**src/rtl/core/asl_pkg.sv**
```systemverilog
package asl_pkg;

    // Field widths
    localparam int ANGLE_IN_W = 24;
    localparam int TIME_W     = 20;
    localparam int RATE_W     = 20;
    localparam int THR_W      = 10;
    localparam int OUT_W      = 19;
    localparam int CFG_DATA_W = 20;

    localparam int ASL_FRAC_BITS = 8;

    localparam int RATE_RESET   = 23040;
    localparam int THRESH_RESET = 125;

    // Whole-degree part of the turn wrap
    localparam int TURN_DEG        = 360;
    localparam int DEG_W           = 9;
    localparam int TURN_MOD_W      = 10;
    localparam int DEG_RECIP       = 11930464;  // floor(2^32 / 360)
    localparam int DEG_RECIP_SHIFT = 32;

    // Step: (elapsed * rate) / 10^6 = ((elapsed * rate) >> 6) / 15625
    localparam int STEP_PROD_W    = TIME_W + RATE_W;
    localparam int US_SHIFT       = 6;
    localparam int US_ODD         = 15625;
    localparam int US_RECIP       = 1099511;    // floor(2^34 / 15625)
    localparam int US_RECIP_W     = 21;
    localparam int US_RECIP_SHIFT = 34;
    localparam int STEP_T_W       = STEP_PROD_W - US_SHIFT;
    localparam int STEP_LO_W      = 17;
    localparam int STEP_HI_W      = STEP_T_W - STEP_LO_W;
    localparam int STEP_PP_W      = STEP_LO_W + US_RECIP_W;
    localparam int STEP_SUM_W     = STEP_T_W + US_RECIP_W;
    localparam int STEP_W         = 21;
    localparam int STEP_CHK_W     = 35;

    typedef enum logic
    {
        CFG_RATE   = 1'b0,
        CFG_THRESH = 1'b1
    } asl_cfg_idx_t;

    // Per-stage load strobes
    typedef struct packed
    {
        logic s1;
        logic s2;
        logic s3;
        logic s4;
        logic s5;
    } asl_load_t;

endpackage

```
**src/rtl/core/asl_wrap.sv**
```systemverilog
module asl_wrap
    import asl_pkg::*;
#(
    parameter int FRAC_BITS = ASL_FRAC_BITS
)
(
    input  logic                         clk,
    input  asl_load_t                    load,
    input  logic signed [ANGLE_IN_W-1:0] angle,
    output logic [FRAC_BITS+DEG_W-1:0]   wrapped
);

    localparam int HW  = ANGLE_IN_W - FRAC_BITS;
    localparam int QW  = HW - 7;
    localparam int PW  = HW + 25;
    localparam int OFS = (1 << (HW - 1)) % TURN_DEG;

    logic [HW-1:0]         hu;
    logic [PW-1:0]         prod;

    logic [HW-1:0]         hu1_reg, hu1_next;
    logic [QW-1:0]         q1_reg, q1_next;
    logic [FRAC_BITS-1:0]  lo1_reg, lo1_next;
    logic [TURN_MOD_W-1:0] r2_reg, r2_next;
    logic [FRAC_BITS-1:0]  lo2_reg, lo2_next;
    logic [DEG_W-1:0]      r_fold;
    logic [DEG_W-1:0]      r_deg;
    logic [FRAC_BITS+DEG_W-1:0] wrapped_reg, wrapped_next;

    // Whole degrees biased to unsigned; the bias is taken back out in stage 3
    assign hu   = {~angle[ANGLE_IN_W-1], angle[ANGLE_IN_W-2:FRAC_BITS]};
    assign prod = PW'(hu) * PW'(DEG_RECIP);

    always_comb
    begin
        hu1_next = hu;
        q1_next  = prod[DEG_RECIP_SHIFT +: QW];
        lo1_next = angle[FRAC_BITS-1:0];
    end

    // Quotient estimate may be one low, so the remainder lies in [0, 720)
    always_comb
    begin
        r2_next  = TURN_MOD_W'(hu1_reg) - TURN_MOD_W'(q1_reg * TURN_DEG);
        lo2_next = lo1_reg;
    end

    always_comb
    begin
        if (r2_reg >= TURN_MOD_W'(TURN_DEG))
        begin
            r_fold = DEG_W'(r2_reg - TURN_MOD_W'(TURN_DEG));
        end
        else
        begin
            r_fold = DEG_W'(r2_reg);
        end
        if (r_fold >= DEG_W'(OFS))
        begin
            r_deg = r_fold - DEG_W'(OFS);
        end
        else
        begin
            r_deg = r_fold + DEG_W'(TURN_DEG - OFS);
        end
        wrapped_next = {r_deg, lo2_reg};
    end

    always_ff @(posedge clk)
    begin
        if (load.s1)
        begin
            hu1_reg <= hu1_next;
            q1_reg  <= q1_next;
            lo1_reg <= lo1_next;
        end
        if (load.s2)
        begin
            r2_reg  <= r2_next;
            lo2_reg <= lo2_next;
        end
        if (load.s3)
        begin
            wrapped_reg <= wrapped_next;
        end
    end

    assign wrapped = wrapped_reg;

endmodule

```
**src/rtl/core/asl_step.sv**
```systemverilog
module asl_step
    import asl_pkg::*;
(
    input  logic              clk,
    input  asl_load_t         load,
    input  logic [TIME_W-1:0] elapsed_us,
    input  logic [RATE_W-1:0] rate,
    output logic [STEP_W-1:0] step
);

    logic [STEP_PROD_W-1:0] p1_reg, p1_next;
    logic [STEP_T_W-1:0]    t_cur;
    logic [STEP_T_W-1:0]    t2_reg, t2_next;
    logic [STEP_PP_W-1:0]   pph2_reg, pph2_next;
    logic [STEP_PP_W-1:0]   ppl2_reg, ppl2_next;
    logic [STEP_SUM_W-1:0]  sum;
    logic [STEP_T_W-1:0]    t3_reg, t3_next;
    logic [STEP_W-1:0]      q3_reg, q3_next;
    logic [STEP_CHK_W-1:0]  bound;
    logic [STEP_W-1:0]      step_reg, step_next;

    assign p1_next = STEP_PROD_W'(elapsed_us) * STEP_PROD_W'(rate);

    // Reciprocal multiply split in two partial products
    always_comb
    begin
        t_cur     = p1_reg[STEP_PROD_W-1:US_SHIFT];
        t2_next   = t_cur;
        pph2_next = STEP_PP_W'(t_cur[STEP_T_W-1:STEP_LO_W]) * STEP_PP_W'(US_RECIP);
        ppl2_next = STEP_PP_W'(t_cur[STEP_LO_W-1:0]) * STEP_PP_W'(US_RECIP);
    end

    always_comb
    begin
        sum     = (STEP_SUM_W'(pph2_reg) << STEP_LO_W) + STEP_SUM_W'(ppl2_reg);
        q3_next = sum[US_RECIP_SHIFT +: STEP_W];
        t3_next = t2_reg;
    end

    // Estimate is exact or one low
    always_comb
    begin
        bound = STEP_CHK_W'(q3_reg) * STEP_CHK_W'(US_ODD) + STEP_CHK_W'(US_ODD);
        if (STEP_CHK_W'(t3_reg) >= bound)
        begin
            step_next = q3_reg + STEP_W'(1);
        end
        else
        begin
            step_next = q3_reg;
        end
    end

    always_ff @(posedge clk)
    begin
        if (load.s1)
        begin
            p1_reg <= p1_next;
        end
        if (load.s2)
        begin
            t2_reg   <= t2_next;
            pph2_reg <= pph2_next;
            ppl2_reg <= ppl2_next;
        end
        if (load.s3)
        begin
            t3_reg <= t3_next;
            q3_reg <= q3_next;
        end
        if (load.s4)
        begin
            step_reg <= step_next;
        end
    end

    assign step = step_reg;

endmodule

```
**src/rtl/core/asl_slew.sv**
```systemverilog
module asl_slew
    import asl_pkg::*;
#(
    parameter int FRAC_BITS = ASL_FRAC_BITS
)
(
    input  logic                       clk,
    input  asl_load_t                  load,
    input  logic [FRAC_BITS+DEG_W-1:0] cur_wrapped,
    input  logic [FRAC_BITS+DEG_W-1:0] tgt_wrapped,
    input  logic [STEP_W-1:0]          step,
    input  logic [THR_W-1:0]           thresh,
    output logic signed [OUT_W-1:0]    new_angle,
    output logic                       reached
);

    localparam int AW = FRAC_BITS + DEG_W;
    localparam int RW = AW + 2;
    localparam int CW = ((RW > STEP_W) ? RW : STEP_W) + 1;
    localparam int FT = TURN_DEG << FRAC_BITS;
    localparam logic signed [RW-1:0] FT_S   = RW'(FT);
    localparam logic signed [RW-1:0] HALF_S = RW'(FT / 2);

    logic [AW-1:0]        cur4_reg, cur4_next;
    logic [AW-1:0]        tgt4_reg, tgt4_next;
    logic signed [AW:0]   d4_reg, d4_next;

    logic signed [RW-1:0] cur_s, tgt_s, d_s, ad, goal, span, stp, res;
    logic                 far_up, far_dn, hit, step_ge, up;

    logic signed [OUT_W-1:0] new_angle_reg, new_angle_next;
    logic                    reached_reg, reached_next;

    always_comb
    begin
        cur4_next = cur_wrapped;
        tgt4_next = tgt_wrapped;
        d4_next   = signed'({1'b0, tgt_wrapped}) - signed'({1'b0, cur_wrapped});
    end

    always_comb
    begin
        cur_s  = signed'(RW'(cur4_reg));
        tgt_s  = signed'(RW'(tgt4_reg));
        d_s    = RW'(d4_reg);
        ad     = (d_s < 0) ? -d_s : d_s;
        // Target a turn below or above is nearer only when strictly so
        far_up = d_s > HALF_S;
        far_dn = d_s < -HALF_S;
        if (far_up)
        begin
            goal = tgt_s - FT_S;
            span = FT_S - d_s;
        end
        else if (far_dn)
        begin
            goal = tgt_s + FT_S;
            span = FT_S + d_s;
        end
        else
        begin
            goal = tgt_s;
            span = ad;
        end
        hit     = ad < signed'(RW'(thresh));
        step_ge = CW'(step) >= CW'($unsigned(span));
        up      = far_dn || (!far_up && (d_s > 0));
        // Only used when step is below span, so the truncation is safe
        stp     = signed'(RW'(step));
        if (hit || step_ge)
        begin
            res = goal;
        end
        else if (up)
        begin
            res = cur_s + stp;
        end
        else
        begin
            res = cur_s - stp;
        end
        new_angle_next = OUT_W'(res);
        reached_next   = hit;
    end

    always_ff @(posedge clk)
    begin
        if (load.s4)
        begin
            cur4_reg <= cur4_next;
            tgt4_reg <= tgt4_next;
            d4_reg   <= d4_next;
        end
        if (load.s5)
        begin
            new_angle_reg <= new_angle_next;
            reached_reg   <= reached_next;
        end
    end

    assign new_angle = new_angle_reg;
    assign reached   = reached_reg;

endmodule

```
**src/rtl/core/angle_slew_toward_target.sv**
```systemverilog
// A word accepted at the input passes through six registers before it shows on the output.
// Throughput: one word per cycle; each stage holds only while the stage after it is full
// and stalled, so the input stays ready whenever any stage is empty.
// The critical stages are the reciprocal multiplies for the turn wrap and the step divide.
// Reset (rst_n low, asynchronous) empties the pipeline and loads the rate and snap
// threshold defaults; data registers are not reset.
module angle_slew_toward_target
    import asl_pkg::*;
#(
    parameter int ANGLE_FRAC_BITS = ASL_FRAC_BITS
)
(
    input  logic                         clk,
    input  logic                         rst_n,
    input  logic                         in_valid,
    output logic                         in_ready,
    input  logic signed [ANGLE_IN_W-1:0] current_angle,
    input  logic signed [ANGLE_IN_W-1:0] target_angle,
    input  logic [TIME_W-1:0]            elapsed_us,
    output logic                         out_valid,
    input  logic                         out_ready,
    output logic signed [OUT_W-1:0]      new_angle,
    output logic                         reached,
    input  logic                         cfg_wen,
    input  asl_cfg_idx_t                 cfg_index,
    input  logic [CFG_DATA_W-1:0]        cfg_data
);

    localparam int NSTAGE = 6;
    localparam int AW     = ANGLE_FRAC_BITS + DEG_W;

    logic [NSTAGE-1:0] valid_reg, valid_next;
    logic [NSTAGE-1:0] ld;
    asl_load_t         load;

    logic [RATE_W-1:0] rate_reg, rate_next;
    logic [THR_W-1:0]  thresh_reg, thresh_next;

    logic signed [ANGLE_IN_W-1:0] cur0_reg, tgt0_reg;
    logic [TIME_W-1:0]            el0_reg;

    logic [AW-1:0]     cur_wrapped, tgt_wrapped;
    logic [STEP_W-1:0] step;

    // A stage loads when empty or when the one after it moves on
    always_comb
    begin
        ld[NSTAGE-1] = !valid_reg[NSTAGE-1] || out_ready;
        for (int k = NSTAGE - 2; k >= 0; k--)
        begin
            ld[k] = !valid_reg[k] || ld[k+1];
        end
        valid_next[0] = ld[0] ? in_valid : valid_reg[0];
        for (int k = 1; k < NSTAGE; k++)
        begin
            valid_next[k] = ld[k] ? valid_reg[k-1] : valid_reg[k];
        end
    end

    always_comb
    begin
        load.s1 = ld[1];
        load.s2 = ld[2];
        load.s3 = ld[3];
        load.s4 = ld[4];
        load.s5 = ld[5];
    end

    always_comb
    begin
        rate_next   = rate_reg;
        thresh_next = thresh_reg;
        if (cfg_wen)
        begin
            case (cfg_index)
                CFG_RATE:   rate_next   = cfg_data[RATE_W-1:0];
                CFG_THRESH: thresh_next = cfg_data[THR_W-1:0];
                default:    ;
            endcase
        end
    end

    always_ff @(posedge clk or negedge rst_n)
    begin
        if (!rst_n)
        begin
            valid_reg  <= '0;
            rate_reg   <= RATE_W'(RATE_RESET);
            thresh_reg <= THR_W'(THRESH_RESET);
        end
        else
        begin
            valid_reg  <= valid_next;
            rate_reg   <= rate_next;
            thresh_reg <= thresh_next;
        end
    end

    always_ff @(posedge clk)
    begin
        if (ld[0])
        begin
            cur0_reg <= current_angle;
            tgt0_reg <= target_angle;
            el0_reg  <= elapsed_us;
        end
    end

    asl_wrap #(
        .FRAC_BITS (ANGLE_FRAC_BITS)
    ) u_wrap_cur (
        .clk     (clk),
        .load    (load),
        .angle   (cur0_reg),
        .wrapped (cur_wrapped)
    );

    asl_wrap #(
        .FRAC_BITS (ANGLE_FRAC_BITS)
    ) u_wrap_tgt (
        .clk     (clk),
        .load    (load),
        .angle   (tgt0_reg),
        .wrapped (tgt_wrapped)
    );

    asl_step u_step (
        .clk        (clk),
        .load       (load),
        .elapsed_us (el0_reg),
        .rate       (rate_reg),
        .step       (step)
    );

    asl_slew #(
        .FRAC_BITS (ANGLE_FRAC_BITS)
    ) u_slew (
        .clk         (clk),
        .load        (load),
        .cur_wrapped (cur_wrapped),
        .tgt_wrapped (tgt_wrapped),
        .step        (step),
        .thresh      (thresh_reg),
        .new_angle   (new_angle),
        .reached     (reached)
    );

    assign in_ready  = ld[0];
    assign out_valid = valid_reg[NSTAGE-1];

`ifndef SYNTHESIS
    // Any empty stage means the input side can take a word
    a_ready_when_room: assert property (@(posedge clk) disable iff (!rst_n)
        (valid_reg != {NSTAGE{1'b1}}) |-> in_ready)
        else $error("input stalled with room in pipeline");

    // A word in the last compute stage reaches the output when the output moves
    a_word_advances: assert property (@(posedge clk) disable iff (!rst_n)
        (valid_reg[NSTAGE-2] && ld[NSTAGE-1]) |=> out_valid)
        else $error("word lost before output");

    // Output drained with nothing behind it leaves the output empty
    a_no_invented: assert property (@(posedge clk) disable iff (!rst_n)
        (out_valid && out_ready && !valid_reg[NSTAGE-2]) |=> !out_valid)
        else $error("output word invented");
`endif

endmodule
```
**config.mk**
```make
export PLATFORM = sky130hd
export DESIGN_NAME = angle_slew_toward_target
export DESIGN_NICKNAME = d
export VERILOG_FILES = /design/src/rtl/core/asl_pkg.sv /design/src/rtl/core/asl_wrap.sv /design/src/rtl/core/asl_step.sv /design/src/rtl/core/asl_slew.sv /design/src/rtl/core/angle_slew_toward_target.sv
export SDC_FILE = /design/constraint.sdc
export NUM_CORES = 2
export LEC_CHECK = 0
export ABC_AREA = 1
export BUFFER_PORTS_ARGS = -buffer_cell sky130_fd_sc_hd__buf_4
export CELL_PAD_IN_SITES_DETAIL_PLACEMENT = 0
export CELL_PAD_IN_SITES_GLOBAL_PLACEMENT = 1
export CORE_ASPECT_RATIO = 0.6
export CORE_MARGIN = 2
export CORE_UTILIZATION = 56
export CTS_CLUSTER_DIAMETER = 40
export DETAILED_ROUTE_END_ITERATION = 16
export PLACE_DENSITY = 0.95
export SYNTH_ARGS = -nofsm -noshare
export SYNTH_HDL_FRONTEND = slang
export SYNTH_HIERARCHICAL = 1
export SYNTH_SLANG_ARGS = --single-unit
```
**constraint.sdc**
```tcl
create_clock -name clk -period 20.3 [get_ports clk]
set_input_delay 2.03 -clock clk [delete_from_list [all_inputs] [get_ports clk]]
set_output_delay 2.03 -clock clk [all_outputs]
set_load 0.1 [all_outputs]
```
==> reports/qor.log <==
[yosys] Netlist Area Pre-Place 0.0656 mm^2
[cells_and_area] share of layout cells above drive strength 1 5.36%
[yosys] Post-Syn Nets 9,147
[sta] setup_tns 0 ns
[sta] minimum clock period 7.73 ns
[yosys] adder-cell share of the synthesized area 43.5%
[routing] Via Count 48,900
[routing] wirelength, routed 176,000 um
[setup_path] CP max FO 36
[sta] max_slew headroom 18.9%
[yosys] synthesized-area fraction occupied by ao, oa, aoi and oai cells 5.94%
[yosys] cell accounting for the most synthesized area fa_1
[clock_tree] clock-pin slew reported for the worst setup and hold paths after clock tree synthesis 0.07 ns
[sta] Max Fclk 129 MHz
[clock_tree] number of buffers added for setup after CTS 0
[placed_design] number of buffers added on ports 115
[yosys] Synth Area in Simple Gates 14.3%
[cells_and_area] Layout Cell Area excl Fill 0.0706 mm^2
[global_route] antenna violations before repair 9
[setup_path] cell with the largest stage delay on the worst path edfxtp_1
[placed_design] placed insts 8,815
[die] starting density of the core 56.3%
[placed_design] placed inst area 0.0681 mm^2
[global_route] pin count of the biggest net entering global routing 86
[status] status finished, final reports clean
[global_route] first-pass GRT wire length 277,000 um
[yosys] post-synthesis cell count 7,251
[clock_tree] number of buffers inserted during clock tree synthesis 70
[setup_path] data arrival at the endpoint of the critical path 8.16 ns
[die] Top Ports 116
[clock_tree] number of levels in the clock H-tree 3
[routing] routed length per instance 19.7 um
[die] placeable core area 0.116 mm^2
[yosys] count of state elements after synthesis 498
[sta] actual slew at the worst max-slew pin 1.22 ns
[setup_path] cell type with the highest occurrence count on the critical path nand2_1
[yosys] ys async rst share 7.23%
[worst_hold_path] Hold/Removal Path Class reg -> reg
[clock_tree] number of hold-repair buffers added at the cts stage 0
[setup_path] worst path bufs/invs 5
[sta] skew final 0.0369 ns
[yosys] mean instance size in the synthesized netlist 9.04 um^2
[setup_path] delay-heaviest family, CP adder cells
[cells_and_area] max FFs per register 37
[yosys] main combinational cell family by area after synthesis adder cells
[clock_tree] clock latency on the worst-skew pair 0.70 ns
[routing] via count normalized by instance count 5.47
[routing] First DRT Iteration DRCs 4,209
[global_route] vias in the first global route 48,600
[routing] post-detailed-route DRC marker count 0
[die] full die area 0.120 mm^2
[yosys] number of synthesis warnings 6
[global_route] global route overflow 0
[sta] total of endpoints with negative setup slack in the final report 0
[clock_tree] Root Buffer Master clkbuf_16
[sta] max-slew violation total from the final report 0
[cells_and_area] end-of-flow core utilization 60.6%
[yosys] multiplexer share of the synthesized area 0%
[setup_path] kind of end point of the critical path flop
[setup_path] critical setup path kind reg -> reg
[sta] RSZ-0062 raised after global routing no
[sta] Final Hold Fails 0
[die] die outline width 446 um
[die] die height 269 um
[routing] number of iterations in the first detailed-routing pass 5
[yosys] predominant post-synthesis flop cell edfxtp_1
[clock_tree] maximum root-to-sink buffer count 3
[placed_design] Detailed Place HPWL 144,000 um
[routing] antenna viol nets, final 0
[yosys] synthesized-area fraction occupied by xor and xnor cells 3.06%
[yosys] portion of synthesized cell area occupied by the leading cell type 24.4%
[clock_tree] clock tree from TritonCTS done
[die] std cell rows 97
[run] Max-Cap Viols 0
[cells_and_area] nets 9,249
[setup_path] Req. time, crit path 20.73 ns
[setup_path] delay of the slowest cell on the worst path 0.61 ns
[clock_tree] Resized Gates After CTS 0
[cells_and_area] area added between synthesis and finish 7.66%
[yosys] count of flip-flops with a built-in enable after synthesis 462
[global_route] GR Util All Layers 30.1%
[yosys] dominant cells by area after synthesis fa_1 24%, edfxtp_1 21%, ha_1 19%, inv_1 9.7%, nand2_1 8.1%
[clock_tree] TritonCTS Sinks 498
[cells_and_area] number of non-filler instances in the completed layout 8,948
[yosys] Synth cell types 71
[yosys] fraction of the yosys area taken by sequential cells 22.6%
[setup_path] launching element type of the critical path flop
[sta] final worst-path cycle share 38.1%
[placed_design] weighted congestion at the end of routability-driven global placement 0.959
area by class of cell:
class / count / area (um^2)
fill: 9762 / 45800
clock inverter: 53 / 723
inverter: 1715 / 6440
tap: 1534 / 1920
clock buffer: 77 / 1790
timing repair buffer: 141 / 1060
antenna: 3 / 7.51
multi-input combinational: 4927 / 43900
sequential: 498 / 14800
metrics by stage:
| step | hold WS [ns] | setup WS (ns) |
|---|---|---|
| 2_1_floorplan | 0.400 | 13.81 |
| 3_3_place_gp | 0.400 | 12.73 |
| 3_5_place_dp | 0.405 | 12.77 |
| 4_1_cts | 0.407 | 12.68 |
| 5_1_grt | 0.423 | 12.08 |
| 6_report | 0.411 | 12.57 |
path summary, 6_finish.rpt:
path / slack (ns) / start / cells past startpoint / to
worst min-delay path: 0.41 / u_wrap_tgt/lo1_reg[5] / 0 / u_wrap_tgt/lo2_reg[5]
worst max register to register: 12.57 / u_step/q3_reg[3] / 33 / u_step/step[16]
max in group asynchronous: 18.62 / rst_n / 1 / rate_reg[14]
worst min register to register: 0.41 / u_wrap_tgt/lo1_reg[5] / 0 / u_wrap_tgt/lo2_reg[5]
min in group asynchronous: 1.30 / rst_n / 1 / valid_reg[3]
worst max-delay path: 12.57 / u_step/q3_reg[3] / 33 / u_step/step[16]
synth_stat cells (4+ instances only):
master	number
inv_1	1702
nand2_1	1407
ha_1	1003
fa_1	799
edfxtp_1	462
nor2_1	358
a21oi_1	315
nand3_1	205
o21ai_0	186
xor2_1	159
clkbuf_1	80
xnor2_1	68
nor3_1	43
nand4_1	40
a31oi_1	34
a21o_1	33
nand2_2	30
dfrtp_1	26
o21ai_1	26
buf_2	22
nor4_1	20
o21bai_1	19
nand3b_1	18
o21a_1	18
nand2_4	17
nor2_2	16
nor2_4	16
inv_2	11
dfstp_2	10
o211ai_1	10
a211oi_1	9
o221ai_1	8
or2_2	6
a21boi_0	5
nand3_2	5
buf_4	4
o2111ai_1	4
o22ai_1	4
o31ai_1	4
routing by layer:
layer / part of all wire (%) / global-route usage (%)
met2: 41 / 41.9
met1: 47 / 46.2
met3: 11 / 8.69
met4: 1.7 / 5.96
met5: 0.053 / 0.238
layout by cell type, fill, tap and decap left out, types with 159 or more instances in the layout:
master / instances
inv_1: 1701
nand3_1: 205
o21ai_0: 186
nor2_1: 358
ha_1: 1003
edfxtp_1: 462
fa_1: 799
a21oi_1: 315
xor2_1: 159
nand2_1: 1407
cell families (layout without fill, tap and decap cells):
logic type	count (synthesis)	after routing
AOI/OAI and AO/OA	695	695
buffers and inverters	1826	1986
other	0	3
adders and majority gates	1802	1802
xor gates and xnor gates	228	228
DFF	498	498
and+or+nand+nor	2202	2202
Power is left out: the tool's default activity adds up to more than one toggle a clock period on the data nets, which glitch-free logic cannot reach.
